`config.mk`:
```
export PLATFORM = sky130hd
export DESIGN_NAME = otb_search
export DESIGN_NICKNAME = d
export VERILOG_FILES = /design/src/sv/otb_pkg.sv /design/src/sv/otb_div.sv /design/src/sv/otb_search.sv
export SDC_FILE = /design/constraint.sdc
export NUM_CORES = 2
export LEC_CHECK = 0
export BUFFER_PORTS_ARGS = -buffer_cell sky130_fd_sc_hd__buf_2
export CAP_MARGIN = 5
export CORE_ASPECT_RATIO = 0.8
export CORE_UTILIZATION = 45
export CTS_BUF_LIST = sky130_fd_sc_hd__clkbuf_2 sky130_fd_sc_hd__clkbuf_4 sky130_fd_sc_hd__clkbuf_8
export DETAILED_ROUTE_END_ITERATION = 10
export SYNTH_ARGS = -nofsm -noshare
export SYNTH_HDL_FRONTEND = slang
export SYNTH_SLANG_ARGS = --single-unit
export TNS_END_PERCENT = 10
```
`constraint.sdc`:
```
create_clock -name aclk -period 7.82 [get_ports aclk]
set_clock_uncertainty 0.2 [all_clocks]
set_input_delay 1.564 -clock aclk [delete_from_list [all_inputs] [get_ports aclk]]
set_output_delay 1.564 -clock aclk [all_outputs]
set_load 0.05 [all_outputs]
```
`src/sv/otb_pkg.sv`:
```
package otb_pkg;

    localparam int NUM_BINS   = 256;
    localparam int BIN_W      = 8;
    localparam int MAX_PIXELS = 65536;
    localparam int CNT_W      = $clog2(MAX_PIXELS + 1);
    localparam int SUM_W      = CNT_W + BIN_W;
    localparam int SCORE_W    = 2 * CNT_W + 2 * BIN_W;

    localparam logic [BIN_W-1:0] FG_VALUE = 8'hFF;
    localparam logic [BIN_W-1:0] BG_VALUE = 8'h00;

    localparam logic KIND_ACCUM    = 1'b0;
    localparam logic KIND_CLASSIFY = 1'b1;

    typedef struct packed {
        logic             kind;
        logic [BIN_W-1:0] pixel;
        logic             last;
    } otb_in_t;

    typedef struct packed {
        logic [BIN_W-1:0] mask_value;
        logic [BIN_W-1:0] threshold;
        logic             threshold_done;
    } otb_out_t;

    typedef struct packed {
        logic             rd_en;
        logic [BIN_W-1:0] rd_addr;
        logic             clr_en;
        logic [BIN_W-1:0] clr_addr;
    } hist_req_t;

endpackage

```
`src/sv/otb_div.sv`:
```
module otb_div (
    input  logic                        aclk,
    input  logic                        aresetn,
    input  logic                        start,
    input  logic [otb_pkg::SUM_W-1:0]   dividend,
    input  logic [otb_pkg::CNT_W-1:0]   divisor,
    output logic                        done,
    output logic [otb_pkg::BIN_W-1:0]   quotient
);

    logic [otb_pkg::SUM_W-1:0] rem_reg, rem_next;
    logic [otb_pkg::SUM_W-1:0] dsh_reg, dsh_next;
    logic [otb_pkg::BIN_W-1:0] q_reg, q_next;
    logic [2:0]                i_reg, i_next;
    logic                      busy_reg, busy_next;
    logic                      done_reg, done_next;
    logic                      ge;

    // quotient is known to fit in one grey level, so one bit per cycle
    always_comb begin
        rem_next  = rem_reg;
        dsh_next  = dsh_reg;
        q_next    = q_reg;
        i_next    = i_reg;
        busy_next = busy_reg;
        done_next = 1'b0;
        ge        = rem_reg >= dsh_reg;
        if (start) begin
            rem_next  = dividend;
            dsh_next  = {1'b0, divisor, {(otb_pkg::BIN_W-1){1'b0}}};
            i_next    = 3'd7;
            busy_next = 1'b1;
        end else if (busy_reg) begin
            if (ge) begin
                rem_next = rem_reg - dsh_reg;
            end
            q_next   = {q_reg[otb_pkg::BIN_W-2:0], ge};
            dsh_next = dsh_reg >> 1;
            if (i_reg == 3'd0) begin
                busy_next = 1'b0;
                done_next = 1'b1;
            end else begin
                i_next = i_reg - 3'd1;
            end
        end
    end

    always_ff @(posedge aclk) begin
        if (!aresetn) begin
            busy_reg <= 1'b0;
            done_reg <= 1'b0;
        end else begin
            busy_reg <= busy_next;
            done_reg <= done_next;
        end
        rem_reg <= rem_next;
        dsh_reg <= dsh_next;
        q_reg   <= q_next;
        i_reg   <= i_next;
    end

    assign done     = done_reg;
    assign quotient = q_reg;

endmodule

```
`src/sv/otb_search.sv`:
```
module otb_search (
    input  logic                        aclk,
    input  logic                        aresetn,
    input  logic                        start,
    input  logic [otb_pkg::CNT_W-1:0]   total,
    input  logic [otb_pkg::CNT_W-1:0]   rd_data,
    output otb_pkg::hist_req_t          req,
    output logic                        done,
    output logic [otb_pkg::BIN_W-1:0]   thr
);

    localparam logic [3:0] S_IDLE = 4'd0;
    localparam logic [3:0] S_SUM  = 4'd1;
    localparam logic [3:0] S_RD   = 4'd2;
    localparam logic [3:0] S_WB   = 4'd3;
    localparam logic [3:0] S_CHK  = 4'd4;
    localparam logic [3:0] S_DIV1 = 4'd5;
    localparam logic [3:0] S_DIV2 = 4'd6;
    localparam logic [3:0] S_MUL1 = 4'd7;
    localparam logic [3:0] S_MUL2 = 4'd8;
    localparam logic [3:0] S_CMP  = 4'd9;
    localparam logic [3:0] S_CLR  = 4'd10;
    localparam logic [3:0] S_FIN  = 4'd11;

    localparam int CW = otb_pkg::CNT_W;
    localparam int SW = otb_pkg::SUM_W;
    localparam int BW = otb_pkg::BIN_W;
    localparam int PW = 2 * otb_pkg::CNT_W;
    localparam int XW = otb_pkg::SCORE_W;

    logic [3:0]    st_reg, st_next;
    logic [BW:0]   a_reg, a_next;
    logic          dv_reg, dv_next;
    logic [BW-1:0] di_reg, di_next;
    logic [SW-1:0] sum_reg, sum_next;
    logic [BW-1:0] t_reg, t_next;
    logic [CW-1:0] wb_reg, wb_next;
    logic [CW-1:0] wf_reg, wf_next;
    logic [SW-1:0] sumb_reg, sumb_next;
    logic [SW-1:0] sumf_reg, sumf_next;
    logic [BW-1:0] mb_reg, mb_next;
    logic [BW-1:0] mf_reg, mf_next;
    logic [PW-1:0] prod_reg, prod_next;
    logic [2*BW-1:0] d2_reg, d2_next;
    logic [XW-1:0] score_reg, score_next;
    logic [XW-1:0] best_reg, best_next;
    logic [BW-1:0] thr_reg, thr_next;

    logic          div_start;
    logic [SW-1:0] div_dividend;
    logic [CW-1:0] div_divisor;
    logic          div_done;
    logic [BW-1:0] div_q;
    logic [BW-1:0] diff;
    logic          at_end;

    otb_div u_div (
        .aclk     (aclk),
        .aresetn  (aresetn),
        .start    (div_start),
        .dividend (div_dividend),
        .divisor  (div_divisor),
        .done     (div_done),
        .quotient (div_q)
    );

    always_comb begin
        st_next    = st_reg;
        a_next     = a_reg;
        dv_next    = 1'b0;
        di_next    = a_reg[BW-1:0];
        sum_next   = sum_reg;
        t_next     = t_reg;
        wb_next    = wb_reg;
        wf_next    = wf_reg;
        sumb_next  = sumb_reg;
        sumf_next  = sumf_reg;
        mb_next    = mb_reg;
        mf_next    = mf_reg;
        prod_next  = prod_reg;
        d2_next    = d2_reg;
        score_next = score_reg;
        best_next  = best_reg;
        thr_next   = thr_reg;
        req        = '0;
        div_start  = 1'b0;
        div_dividend = sumb_reg;
        div_divisor  = wb_reg;
        diff       = (mb_reg > mf_reg) ? mb_reg - mf_reg : mf_reg - mb_reg;
        at_end     = t_reg == BW'(otb_pkg::NUM_BINS - 1);
        done       = 1'b0;

        unique case (st_reg)
            S_IDLE: begin
                if (start) begin
                    a_next   = '0;
                    sum_next = '0;
                    st_next  = S_SUM;
                end
            end
            // total intensity, one bin per cycle
            S_SUM: begin
                req.rd_en   = !a_reg[BW];
                req.rd_addr = a_reg[BW-1:0];
                dv_next     = !a_reg[BW];
                if (!a_reg[BW]) begin
                    a_next = a_reg + 1'b1;
                end
                if (dv_reg) begin
                    sum_next = sum_reg + {{CW{1'b0}}, di_reg} * {{BW{1'b0}}, rd_data};
                end
                if (a_reg[BW] && !dv_reg) begin
                    t_next    = '0;
                    wb_next   = '0;
                    sumb_next = '0;
                    best_next = '0;
                    thr_next  = '0;
                    st_next   = S_RD;
                end
            end
            S_RD: begin
                req.rd_en   = 1'b1;
                req.rd_addr = t_reg;
                st_next     = S_WB;
            end
            S_WB: begin
                wb_next   = wb_reg + rd_data;
                sumb_next = sumb_reg + {{CW{1'b0}}, t_reg} * {{BW{1'b0}}, rd_data};
                st_next   = S_CHK;
            end
            S_CHK: begin
                if (wb_reg == '0) begin
                    if (at_end) begin
                        a_next  = '0;
                        st_next = S_CLR;
                    end else begin
                        t_next  = t_reg + 1'b1;
                        st_next = S_RD;
                    end
                end else if (wb_reg >= total) begin
                    a_next  = '0;
                    st_next = S_CLR;
                end else begin
                    wf_next   = total - wb_reg;
                    sumf_next = sum_reg - sumb_reg;
                    div_start = 1'b1;
                    st_next   = S_DIV1;
                end
            end
            S_DIV1: begin
                div_dividend = sumf_reg;
                div_divisor  = wf_reg;
                if (div_done) begin
                    mb_next   = div_q;
                    div_start = 1'b1;
                    st_next   = S_DIV2;
                end
            end
            S_DIV2: begin
                if (div_done) begin
                    mf_next = div_q;
                    st_next = S_MUL1;
                end
            end
            S_MUL1: begin
                prod_next = {{CW{1'b0}}, wb_reg} * {{CW{1'b0}}, wf_reg};
                d2_next   = {{BW{1'b0}}, diff} * {{BW{1'b0}}, diff};
                st_next   = S_MUL2;
            end
            S_MUL2: begin
                score_next = {{(2*BW){1'b0}}, prod_reg} * {{PW{1'b0}}, d2_reg};
                st_next    = S_CMP;
            end
            S_CMP: begin
                if (score_reg > best_reg) begin
                    best_next = score_reg;
                    thr_next  = t_reg;
                end
                if (at_end) begin
                    a_next  = '0;
                    st_next = S_CLR;
                end else begin
                    t_next  = t_reg + 1'b1;
                    st_next = S_RD;
                end
            end
            // zero the histogram for the next image
            S_CLR: begin
                req.clr_en   = 1'b1;
                req.clr_addr = a_reg[BW-1:0];
                a_next       = a_reg + 1'b1;
                if (a_reg[BW-1:0] == BW'(otb_pkg::NUM_BINS - 1)) begin
                    st_next = S_FIN;
                end
            end
            S_FIN: begin
                done    = 1'b1;
                st_next = S_IDLE;
            end
            default: begin
                st_next = S_IDLE;
            end
        endcase
    end

    // out of reset the histogram memory gets one clearing pass
    always_ff @(posedge aclk) begin
        if (!aresetn) begin
            st_reg <= S_CLR;
            dv_reg <= 1'b0;
            a_reg  <= '0;
        end else begin
            st_reg <= st_next;
            dv_reg <= dv_next;
            a_reg  <= a_next;
        end
        di_reg    <= di_next;
        sum_reg   <= sum_next;
        t_reg     <= t_next;
        wb_reg    <= wb_next;
        wf_reg    <= wf_next;
        sumb_reg  <= sumb_next;
        sumf_reg  <= sumf_next;
        mb_reg    <= mb_next;
        mf_reg    <= mf_next;
        prod_reg  <= prod_next;
        d2_reg    <= d2_next;
        score_reg <= score_next;
        best_reg  <= best_next;
        thr_reg   <= thr_next;
    end

    assign thr = thr_reg;

endmodule

```
==> impl_metrics.ini <==
[routing]
vias = 40580
drc = 0
antenna_left = 0
drtIter0Drc = 2622
wire_per_inst_um = 18.66
wl_um = 145500
viasPerCell = 5.205
drtPass1Iterations = 5

[yosys]
avgSynthCellArea_um2 = 9.330
syn_inst = 6097
synth_edf_count = 340
yosysSeqAreaShare_pct = 19.15
synthesis.nets = 7554
yosysUniqueCellTypes = 94
async_flop_share_pct = 0
syn_area_mm2 = 0.05688
yosysWarnings = 0
synth_ff_type = edfxtp_1
synth-seq-cells = 374

[outcome]
outcome = finished clean

[clock_tree]
clk_pin_slew_ps = 60
cts_tree = yes
clk_latency_ps = 770
cts_buffers = 73
clock-sinks = 374
htree_levels = 3
clockBufferDepth = 3
cts.root.buffer_cell = clkbuf_8

[final_layout]
fillers = 11880
drive_gt1_share_pct = 5.438
nets = 7542
syn_to_final_growth_pct = 6.854

[power_and_ir_drop]
power_leakage_nw = 29.16
power_density_mw_per_mm2 = 110.3
ir_drop_v = 0.0001869
power_mw = 6.702

[critical_path]
crit_required_ps = 8140
end_kind = flip-flop
start_kind = flip-flop
arrival_ps = 7660
path_max_fanout = 22
path_class = reg2reg

[floorplanning]
die_height_um = 320
initial_core_util_pct = 45.41
row_count = 116
die-area_mm2 = 0.1278
core_mm2 = 0.1253
ios = 64
fp.dieW_um = 399.5

[timing]
slew_headroom_pct = 18.82
final.period_utilization_pct = 93.83
final.min_clock_period_ps = 7337
fmax_mhz = 136.3
hold_viol = 0
worst_pin_slew_ps = 1218
setup_violations = 0
rsz0062_at_grt = false
slew_viol_final = 0
fin_worst_hold_slack_ps = 240.5
setup_tns_ps = 0

[run]
maxCapViolCount = 0

[global_route]
grt_pass1_wl_um = 234200
grt_max_degree = 56
antenna_found_initial = 5
grtUsageTotal_pct = 23.54
grt_overflow_total = 0
grt_pass1_vias = 42280

[placed_design]
gp_congestion = 0.9029
io_buffers = 63
hpwl_um = 114000

[min_path]
hold_path_class = reg2reg
==> through the flow <==
step | worst slack, ps | std cells | instance area, um^2 | util (%)
finish | 482.8 | 7797 | 60780 | 48.53
global route | 69.91 | 7795 | 60780 | 48.52
CTS | 357.6 | 7791 | 60740 | 48.50
detailed placement | 397.5 | 7659 | 59080 | 47.17
global placement | 471.2 | 7659 | 59080 | 47.17
floorplan | 1227 | 6097 | 56880 | -
==> cells by family (layout without fill, tap and decap cells) <==
| kind of cell | after synthesis | after routing | synth area share (%) |
|---|---|---|---|
| AOI/OAI and AO/OA | 680 | 680 | 7.785 |
| xor gates and xnor gates | 191 | 191 | 2.954 |
| adders and majority gates | 1420 | 1420 | 43.05 |
| buffers and inverters | 1563 | 1608 | 10.34 |
| DFF | 374 | 374 | 19.15 |
| muxes | 49 | 49 | 0.8689 |
| other | 2 | 5 | 0.01320 |
| and+or+nand+nor | 1818 | 1818 | 15.85 |
==> what timing repair did <==
item | 4_1_cts | 5_1_grt
hold buffers | 0 | 0
resized for setup | 0 | 1
endpoints found under the setup margin | 0 | 2
buffers inserted | 0 | 3
endpoints found under the hold margin | 0 | 0
==> cells in the final DEF, fill, tap and decap left out, types with 17 or more instances in the layout <==
master / count
o21ai_0: 125
a21oi_1: 199
nand3_1: 58
o21bai_1: 24
dfxtp_1: 34
or3_1: 17
nor3_1: 54
nand4_1: 36
and2_1: 576
clkbuf_4: 26
mux2i_1: 46
xnor2_1: 121
ha_1: 525
clkbuf_8: 73
buf_2: 63
nand2b_1: 34
o21ai_1: 30
edfxtp_1: 340
fa_1: 895
and3_1: 22
nor2b_1: 42
inv_1: 1319
a21o_1: 110
nor2_1: 180
buf_4: 90
o21a_1: 20
nand2_1: 735
xor2_1: 68
==> cell usage after synthesis, types with 55 or more instances <==
| library cell | number | area (um^2) |
|---|---|---|
| clkbuf_1 | 227 | 852.1 |
| fa_1 | 895 | 17920 |
| inv_1 | 1319 | 4951 |
| nor3_1 | 55 | 275.3 |
| o21ai_0 | 126 | 630.6 |
| a21o_1 | 110 | 825.8 |
| nand3_1 | 58 | 290.3 |
| edfxtp_1 | 340 | 10210 |
| nand2_1 | 735 | 2759 |
| a21oi_1 | 200 | 1001 |
| and2_1 | 577 | 3610 |
| xnor2_1 | 122 | 1069 |
| ha_1 | 525 | 6569 |
| nor2_1 | 184 | 690.7 |
| xor2_1 | 68 | 595.6 |
==> final timing paths <==
path,from,end,cells past startpoint,slack (ps)
worst max-delay path,d2_reg[14],score_reg[49],20,480
worst min-delay path,a_reg[1],di_reg[1],0,240
worst max register to register,d2_reg[14],score_reg[49],20,480
worst min register to register,a_reg[1],di_reg[1],0,240
==> metal layers <==
layer | global-route usage [%] | vias up | part of all wire (%)
met5 | 0 | - | 0.0055
li1 | - | 18920 | -
met1 | 34.71 | 20280 | 47
met2 | 35.33 | 1232 | 43
met4 | 5.131 | 2 | 1.7
met3 | 5.034 | 145 | 8.0
==> final cells by class <==
cell class	count	area, um^2	area share (%)
diodes	3	7.507	0.01235
clock buffers	99	1200	1.974
clock inverters	33	460.4	0.7575
inverters	1323	4966	8.170
multi-input cells	4160	40200	66.14
flip-flops and latches	374	10890	17.92
well taps	1652	2067	3.401
repair buffers	153	991.0	1.630
==> critical path: stages, from the launching register on <==
cell,delay [ps]
edfxtp_1,950
and2_1,260
fa_1,450
fa_1,460
fa_1,570
fa_1,460
fa_1,500
inv_1,50
fa_1,480
inv_1,40
ha_1,380
nand4_1,160
or2_2,330
a2111oi_2,410
o211ai_1,220
a21oi_1,250
nor2_1,140
o311ai_1,410
a21o_1,170
a21oi_1,70
xnor2_1,130
==> power breakdown <==
part	internal (mW)	switching [mW]
clock network	1.32	1.01
logic	0.904	1.28
registers	2.16	0.0288
Note: power is estimated with default switching activity, not from simulation.
